===== src/assert_macros.svh =====
// Assertion macros shared by the RTL files of the aim gate.
`ifndef ASSERT_MACROS_SVH
`define ASSERT_MACROS_SVH

// Check a property on every rising edge outside reset.
`define QEAG_ASSERT(lbl, clk, rst_n, prop, msg) \
  lbl: assert property (@(posedge clk) disable iff (!rst_n) prop) else $error(msg);

// Check that a condition never holds outside reset.
`define QEAG_ASSERT_NEVER(lbl, clk, rst_n, cond, msg) \
  lbl: assert property (@(posedge clk) disable iff (!rst_n) !(cond)) else $error(msg);

`endif


===== src/qeag_pkg.sv =====
// Package of the aim gate: widths, constants, word types and the arctangent table.
package qeag_pkg;

  localparam int unsigned IN_DATA_W        = 136;
  localparam int unsigned OUT_DATA_W       = 56;
  localparam int unsigned TERM_W           = 40;
  localparam int unsigned Z_W              = 35;
  localparam int unsigned SQ_STEPS         = 29;
  localparam int unsigned Q_DEPTH          = 4;
  localparam int unsigned FIRE_BIT_DEF     = 0;
  localparam int unsigned CORDIC_STEPS_DEF = 16;

  localparam logic [15:0]              GAIN_RST  = 16'd2621;
  localparam logic signed [TERM_W-1:0] ONE_Q28   = 40'sd268435456;
  localparam logic signed [Z_W-1:0]    PI_Q30    = 35'sd3373259426;
  localparam logic signed [15:0]       ANGLE_MAX = 16'sd25736;
  localparam logic signed [15:0]       HALF_PI   = 16'sd12868;

  // Operands of the first and third angle units plus the middle sine term
  typedef struct packed {
    logic signed [TERM_W-1:0] a1_y;
    logic signed [TERM_W-1:0] a1_x;
    logic signed [TERM_W-1:0] a3_y;
    logic signed [TERM_W-1:0] a3_x;
    logic signed [28:0]       s;
  } terms_t;

  // Fields that ride alongside the angle pipeline
  typedef struct packed {
    logic signed [15:0] t1;
    logic signed [15:0] t2;
    logic signed [15:0] t3;
    logic [31:0]        tol;
    logic [7:0]         notice;
    logic               sat_pos;
    logic               sat_neg;
  } side_t;

  typedef struct packed {
    terms_t terms;
    side_t  side;
  } item_t;

  // atan(2^-i) in radians scaled by 2^30
  function automatic logic [31:0] atan_entry(input int unsigned i);
    logic [31:0] v;
    case (i)
      0:  v = 32'd843314856;
      1:  v = 32'd497837829;
      2:  v = 32'd263043836;
      3:  v = 32'd133525158;
      4:  v = 32'd67021686;
      5:  v = 32'd33543515;
      6:  v = 32'd16775850;
      7:  v = 32'd8388437;
      8:  v = 32'd4194282;
      9:  v = 32'd2097149;
      10: v = 32'd1048575;
      11: v = 32'd524287;
      12: v = 32'd262143;
      13: v = 32'd131071;
      14: v = 32'd65535;
      15: v = 32'd32767;
      16: v = 32'd16383;
      17: v = 32'd8191;
      18: v = 32'd4095;
      19: v = 32'd2047;
      20: v = 32'd1023;
      21: v = 32'd511;
      22: v = 32'd255;
      23: v = 32'd127;
      default: v = 32'd0;
    endcase
    return v;
  endfunction

endpackage


===== src/qeag_queue.sv =====
// Short queue that decouples the front end from the angle pipeline.
`include "assert_macros.svh"
module qeag_queue (
  input  logic            clk_i,
  input  logic            rst_ni,
  input  logic            wr_valid_i,
  output logic            wr_ready_o,
  input  qeag_pkg::item_t wr_data_i,
  output logic            rd_valid_o,
  input  logic            rd_ready_i,
  output qeag_pkg::item_t rd_data_o
);

  localparam int unsigned DEPTH = qeag_pkg::Q_DEPTH;
  localparam int unsigned PTR_W = $clog2(DEPTH);
  localparam int unsigned CNT_W = $clog2(DEPTH + 1);

  qeag_pkg::item_t mem [DEPTH];
  logic [PTR_W-1:0] wr_ptr_q, wr_ptr_d, rd_ptr_q, rd_ptr_d;
  logic [CNT_W-1:0] count_q, count_d;
  logic wr_fire, rd_fire;

  assign wr_ready_o = count_q != CNT_W'(DEPTH);
  assign rd_valid_o = count_q != '0;
  assign wr_fire    = wr_valid_i && wr_ready_o;
  assign rd_fire    = rd_valid_o && rd_ready_i;
  assign rd_data_o  = mem[rd_ptr_q];

  // Advance pointers with wrap and track the fill
  always_comb begin
    wr_ptr_d = wr_ptr_q;
    rd_ptr_d = rd_ptr_q;
    count_d  = count_q;
    if (wr_fire) begin
      wr_ptr_d = (wr_ptr_q == PTR_W'(DEPTH - 1)) ? '0 : wr_ptr_q + 1'b1;
    end
    if (rd_fire) begin
      rd_ptr_d = (rd_ptr_q == PTR_W'(DEPTH - 1)) ? '0 : rd_ptr_q + 1'b1;
    end
    if (wr_fire && !rd_fire) begin
      count_d = count_q + 1'b1;
    end else if (rd_fire && !wr_fire) begin
      count_d = count_q - 1'b1;
    end
  end

  always_ff @(posedge clk_i or negedge rst_ni) begin
    if (!rst_ni) begin
      wr_ptr_q <= '0;
      rd_ptr_q <= '0;
      count_q  <= '0;
    end else begin
      wr_ptr_q <= wr_ptr_d;
      rd_ptr_q <= rd_ptr_d;
      count_q  <= count_d;
    end
  end

  // Store the incoming word
  always_ff @(posedge clk_i) begin
    if (wr_fire) begin
      mem[wr_ptr_q] <= wr_data_i;
    end
  end

  `QEAG_ASSERT_NEVER(a_fill_bound, clk_i, rst_ni, count_q > CNT_W'(DEPTH), "queue overfilled")
  `QEAG_ASSERT(a_fill_step, clk_i, rst_ni, wr_fire && !rd_fire |=> count_q == $past(count_q) + 1'b1, "fill count did not rise")

endmodule


===== config.mk =====
export PLATFORM = sky130hd
export DESIGN_NAME = qeag_queue
export DESIGN_NICKNAME = d
export VERILOG_FILES = /design/src/qeag_pkg.sv /design/src/qeag_queue.sv
export VERILOG_INCLUDE_DIRS = /design/src /design/src/src
export SDC_FILE = /design/constraint.sdc
export NUM_CORES = 1
export LEC_CHECK = 0
export BUFFER_PORTS_ARGS = -buffer_cell sky130_fd_sc_hd__buf_2
export CAP_MARGIN = 25
export CELL_PAD_IN_SITES_DETAIL_PLACEMENT = 0
export CELL_PAD_IN_SITES_GLOBAL_PLACEMENT = 1
export CORE_MARGIN = 5
export CORE_UTILIZATION = 45
export CTS_BUF_LIST = sky130_fd_sc_hd__clkbuf_4 sky130_fd_sc_hd__clkbuf_8
export CTS_CLUSTER_DIAMETER = 40
export DETAILED_ROUTE_END_ITERATION = 12
export PLACE_DENSITY = 0.81
export SLEW_MARGIN = 20
export SYNTH_ARGS = -nofsm -noshare
export SYNTH_HDL_FRONTEND = slang
export SYNTH_SLANG_ARGS = --single-unit

===== constraint.sdc =====
create_clock -name clk_i -period 8.8 [get_ports clk_i]
set_input_delay 1.76 -clock clk_i [delete_from_list [all_inputs] [get_ports clk_i]]
set_output_delay 1.76 -clock clk_i [all_outputs]
set_load 0.02 [all_outputs]

==> results.md, run 1 <==
* Status: finished, final reports clean
* Drt first pass iters at 4
* Vias in the first global route at approximately 20000
* Die Footprint at between 90000 and 100000 µm²
* Total CTS buffers at 176
* Startpoint types: flop
* Tot GR Track Use at 16.6%
* Setup bufs post-CTS at 0
* Detail Route Antenna Nets at 0
* Synthesis-to-finish area growth at 18.8%
* Post-cts sizing count at 0
* Worst-path fanout max at 80
* Post-layout util at 53.7%
* Net count after synthesis at 1784
* Drt drc at 0
* Clock Latency Late Sink at roughly 0.84 ns
* PD cells at ~350 nW/µm²
* Max Clk Rate at 191 MHz
* Starting density of the core at between 40 and 50%
* Core area at 89900 µm²
* WP data arrival at approximately 3.5 ns
* DP Worst Slack at between 4 and 5 ns
* Max_slew headroom at 17.9%
* Die width at 310 µm
* Netlist cell types at 18
* Routed vias/inst at 5.24
* H-tree levels at 4
* Final period utilization at around three fifths
* Largest net degree at the start of global routing at 150
* #FFs+latches synth at ~1100
* Setup TNS Final at 0 ns
* Layout net count at roughly 2500
* Top Ports at between 500 and 600
* Worst vdd ir at about 0.27 mV
* Most common cell after layout, fill and taps aside: edfxtp_1
* Crit path capture type: output port
* Avg Inst Size Synth at around 27 µm²
* Setup slack after layout at approximately 3.6 ns
* Worst-case clock skew at 0.0236 ns
* Multi-input gate area at ~6500 µm²
* DRT Wirelength at 81600 µm
* Number of I/O port buffers at about 560
* Die Y at 310 µm
* Final setup vio count at 0
* Worst Hold Class: flop to flop
* Vias at between 15000 and 20000
* Initial antenna violation count at 24
* Worst-path clk slew at roughly 0.060 ns
* Clock root cell: clkbuf_8
* Fin. max-slew vios at 0
* Clock sinks at between 1000 and 1500
* Worst r2r src: count_q[0]
* Crit path kind: flop to output port
* Drt initial violations at 1360
* Synth Warn # at 0
* GPL Wtd Cong at between 0.7 and 0.8
* CTS tree: built
* Final worst path period need at approximately 5.2 ns
* Req. time, crit path at just over 7 ns
* Final hold vios at 0
* Critical Path Start: rd_ptr_q[0]
* Leading cell types in the layout, fill and taps excluded: edfxtp_1 (1116), buf_2 (563), mux4_2 (279), clkbuf_8 (177), clkbuf_4 (53)
* # rows at 110
* Leakage power at roughly 16 nW
* Sequential share of the synthesized area at between 80 and 90%
* First-pass GRT wire length at between 100000 and 150000 µm
* Gate Count Post-Synth at 1494
* Mapped Area at 40600 µm²
* RSZ-0062 raised after global routing: false
* Fillers at between 6000 and 7000
* Least-Margin Pin Slew at 1.23 ns
* Drt wl/cell at 23.2 µm
* Dpl hpwl at between 50000 and 60000 µm
* # hold bufs at CTS at 0
* Storage cell area at between 30000 and 40000 µm²
* Hold_sp: count_q[2]
* Fraction of layout instances using a drive strength above 1 at between 40% and 50%
* Clock buffer depth at 3
* Global route overflow at 0
* MaxCap Viol Count at 0
==> routing by layer <==
layer | vias up | share of wire (%) | GRT usage (%)
met3 | 153 | 9.2 | 6.67
met1 | 9662 | 37 | 20.2
met4 | 24 | 2.1 | 5.22
li1 | 7975 | - | -
met2 | 621 | 52 | 27.7
met5 | - | 0.20 | 0
==> critical path: stages (launching register included) <==
cell and delay [ns]:
dfrtp_4 0.89, buf_12 0.32, buf_16 0.43, mux4_2 0.60
buf_2 0.20
==> logic make-up after synthesis <==
family                     Yosys count  share of synthesized area [%]
and+or+nand+nor                     11                          0.132
buffers and inverters               65                           1.04
AOI/OAI and AO/OA                    1                         0.0185
DFF                               1123                           82.9
adders and majority gates            7                          0.234
xor gates and xnor gates             3                         0.0647
muxes                              284                           15.6
==> power by group <==
group          internal (mW)  total (mW)  switching, mW
Sequential              7.07        7.38          0.305
Combinational           2.07        5.34           3.26
Clock                   2.29        4.23           1.94
Total                   11.4        16.9           5.51
==> registers in the layout (all words and copies together) (netlist names) <==
register,count
rd_ptr_q,2
count_q,3
mem,1116
wr_ptr_q,2
==> per-stage QoR <==
step	hold WS [ns]	instances	total power [mW]	area, µm²
after detailed placement	0.517	3188	12.9	44800
final	0.528	3515	16.9	48300
after floorplan	0.475	1494	11.2	40600
after CTS	0.529	3497	17.2	48200
after global placement	0.515	3188	12.8	44800
after global routing	0.562	3504	17.8	48200
==> final timing paths <==
check | cells after the start | slack, ns | endpoint
worst max-delay path | 4 | 3.56 | rd_data_o[266]
worst max register to register | 4 | 5.53 | mem[3][224]
min in group asynchronous | 1 | 0.77 | count_q[0]
worst min register to register | 1 | 0.53 | count_q[2]
max in group asynchronous | 1 | 7.84 | rd_ptr_q[1]
worst min-delay path | 1 | 0.53 | count_q[2]
==> cells in the mapped netlist (all sizes together) <==
library cell  count  area, µm²
a21boi            1       7.51
and2              4       25.0
buf              54        380
clkbuf            8       30.0
dfrtp             7        175
edfxtp         1116      33500
fa                1       20.0
ha                6       75.1
inv               3       11.3
mux2              5       56.3
mux4            279       6280
nand2             2       7.51
nor2              4       15.0
or3               1       6.26
xnor2             1       8.76
xor2              2       17.5
==> final cells by class <==
class,instances,share of cell area (%)
Sequential cell,1123,69.8
Multi-Input combinational cell,306,13.5
Timing Repair Buffer,581,6.37
Clock buffer,230,5.87
Tap cell,1176,3.05
Clock inverter,79,1.23
Antenna cell,17,0.0882
Inverter,3,0.0233
Note: power is estimated with default switching activity, not from simulation.
==> inputs of run 2 (changes only) <==
==> constraint.sdc (replaced) <==
create_clock -name clk_i -period 5.2 [get_ports clk_i]
set_input_delay 1.04 -clock clk_i [delete_from_list [all_inputs] [get_ports clk_i]]
set_output_delay 1.04 -clock clk_i [all_outputs]
set_load 0.02 [all_outputs]
==> results.md, run 2 (synthesized netlist as in run 1, its figures left out) <==
* Most common cell after layout, fill and taps aside: edfxtp_1 (unchanged)
* Detail Route Antenna Nets at 0 (unchanged)
* WHS at 0.427 ns (was 0.528 ns)
* MaxCap Viol Count at 0 (unchanged)
* Max FFs per register at 1116 (unchanged)
* First-pass GRT wire length at 125000 µm (was 120000 µm)
* Drt wl/cell at 23.9 µm (was 23.2 µm)
* Setup slack after layout at 0.933 ns (was 3.56 ns)
* Vias in the first global route at 20242 (was 19701)
* Worst-path clk slew at 0.06 ns (about the same)
* Core area at 89900 µm² (unchanged)
* # hold bufs at CTS at 1 (was 0)
* Worst-path fanout max at 40 (was 80)
* Die Footprint at 96400 µm² (unchanged)
* Crit path capture type: output port (unchanged)
* Fraction of layout instances using a drive strength above 1 at 50.0% (was 49.2%)
* Max Clk Rate at ~230 MHz
* Global route overflow at 0 (unchanged)
* Tot GR Track Use at 17.4% (was 16.6%)
* Final worst path period need at ~4.3 ns
* Fin. max-slew vios at 0 (unchanged)
* Initial antenna violation count at 31 (was 24)
* Leading cell types in the layout, fill and taps excluded: edfxtp_1 (1116), buf_2 (563), mux4_2 (279), clkbuf_8 (173), clkbuf_4 (56) (was edfxtp_1 (1116), buf_2 (563), mux4_2 (279), clkbuf_8 (177), clkbuf_4 (53))
* Top Registers: mem: 1116 flops, count_q: 3 flops (unchanged)
* Largest net degree at the start of global routing at 83 (was 150)
* WP data arrival at 3.23 ns (was 3.48 ns)
* Die width at 310 µm (unchanged)
* Die Y at 310 µm (unchanged)
* Status: finished, final reports clean (unchanged)
* Worst vdd ir at 0.362 mV (was 0.268 mV)
* Least-Margin Pin Slew at 1.03 ns (was 1.23 ns)
* Clock Latency Late Sink at 0.83 ns (was 0.84 ns)
* Leakage power at 16.5 nW (was 16.3 nW)
* DRT Wirelength at 85100 µm (was 81600 µm)
* Clock sinks at 1123 (unchanged)
* Synthesis-to-finish area growth at 19.6% (was 18.8%)
* Drt drc at 0 (unchanged)
* RSZ-0062 raised after global routing: false (unchanged)
* Max_slew headroom at 31.6% (was 17.9%)
* Drt first pass iters at 5 (was 4)
* Layout net count at 2525 (was 2481)
* Setup TNS Final at 0 ns (unchanged)
* Final hold vios at 0 (unchanged)
* Crit path kind: flop to output port (unchanged)
* Most flops, register: mem (unchanged)
* Post-cts sizing count at 0 (unchanged)
* Drt initial violations at 1494 (was 1360)
* Routed vias/inst at 5.27 (was 5.24)
* PD cells at 590 nW/µm² (was 351 nW/µm²)
* # rows at 110 (unchanged)
* Worst-case clock skew at 0.0355 ns (was 0.0236 ns)
* Worst Hold Class: input port to flop (was flop to flop)
* Clock buffer depth at 3 (unchanged)
* GPL Wtd Cong at 0.784 (was 0.735)
* Total CTS buffers at 172 (was 176)
* Setup bufs post-CTS at 0 (unchanged)
* Vias at 18784 (was 18435)
* Req. time, crit path at 4.16 ns (was 7.04 ns)
* H-tree levels at 4 (unchanged)
* Starting density of the core at 45.2% (unchanged)
* Startpoint types: flop (unchanged)
* Final setup vio count at 0 (unchanged)
* Finished Layout Cells at 3565 (was 3515)
* DP Worst Slack at 1.69 ns (was 4.21 ns)
* Dpl hpwl at 55600 µm (was 50000 µm)
* Fillers at 6685 (was 6684)
* Cell total after placement at 3236 (was 3188)
* Final period utilization at between 80% and 90%
* Top Ports at 564 (unchanged)
* Number of I/O port buffers at 563 (unchanged)
* Clock root cell: clkbuf_8 (unchanged)
* CTS tree: built (unchanged)
==> run 2: power breakdown <==
part,total [mW],internal [mW],switching (mW)
Combinational,9.31,3.72,5.59
Sequential,12.5,11.9,0.577
Clock,6.85,3.62,3.23
Total,28.7,19.3,9.40
==> run 2: critical path, cell delays in order (launching register included) <==
cell and delay [ns]:
dfrtp_4 1.05, buf_4 0.53, mux4_2 0.58, buf_2 0.18
==> run 2: stage by stage <==
step / total power, mW / area (µm²) / util [%]
floorplan: 19.0 / 40600 / -
global placement: 22.0 / 45300 / 50.4
detailed placement: 22.2 / 45300 / 50.4
CTS: 29.1 / 48600 / 54.0
global route: 30.0 / 48600 / 54.1
finish: 28.7 / 48600 / 54.1
==> run 2: worst paths after layout <==
kind	end	cells after the start	slack, ns	from
max	rd_data_o[191]	3	0.93	rd_ptr_q[0]
min	mem[2][188]	1	0.43	wr_data_i[188]
max reg2reg	mem[3][71]	4	2.54	count_q[0]
min reg2reg	count_q[2]	1	0.52	count_q[2]
max in group asynchronous	rd_ptr_q[0]	2	4.31	rst_ni
min in group asynchronous	wr_ptr_q[0]	2	0.70	rst_ni
==> run 2: metal layers <==
metal | share of wire [%] | vias to the layer above | GRT usage (%)
met5 | 0.19 | - | 0
met4 | 2.1 | 28 | 6.07
met1 | 36 | 9846 | 20.9
met2 | 52 | 679 | 29.3
met3 | 9.2 | 161 | 6.68
li1 | - | 8070 | -
==> run 2: area by class of cell <==
class	instances	area [µm²]	share of cell area, %
Sequential cell	1123	33700	69.3
Multi-Input combinational cell	306	6530	13.4
Timing Repair Buffer	629	3580	7.36
Clock buffer	229	2800	5.76
Tap cell	1176	1470	3.03
Clock inverter	78	464	0.955
Antenna cell	21	52.6	0.108
Inverter	3	11.3	0.0232
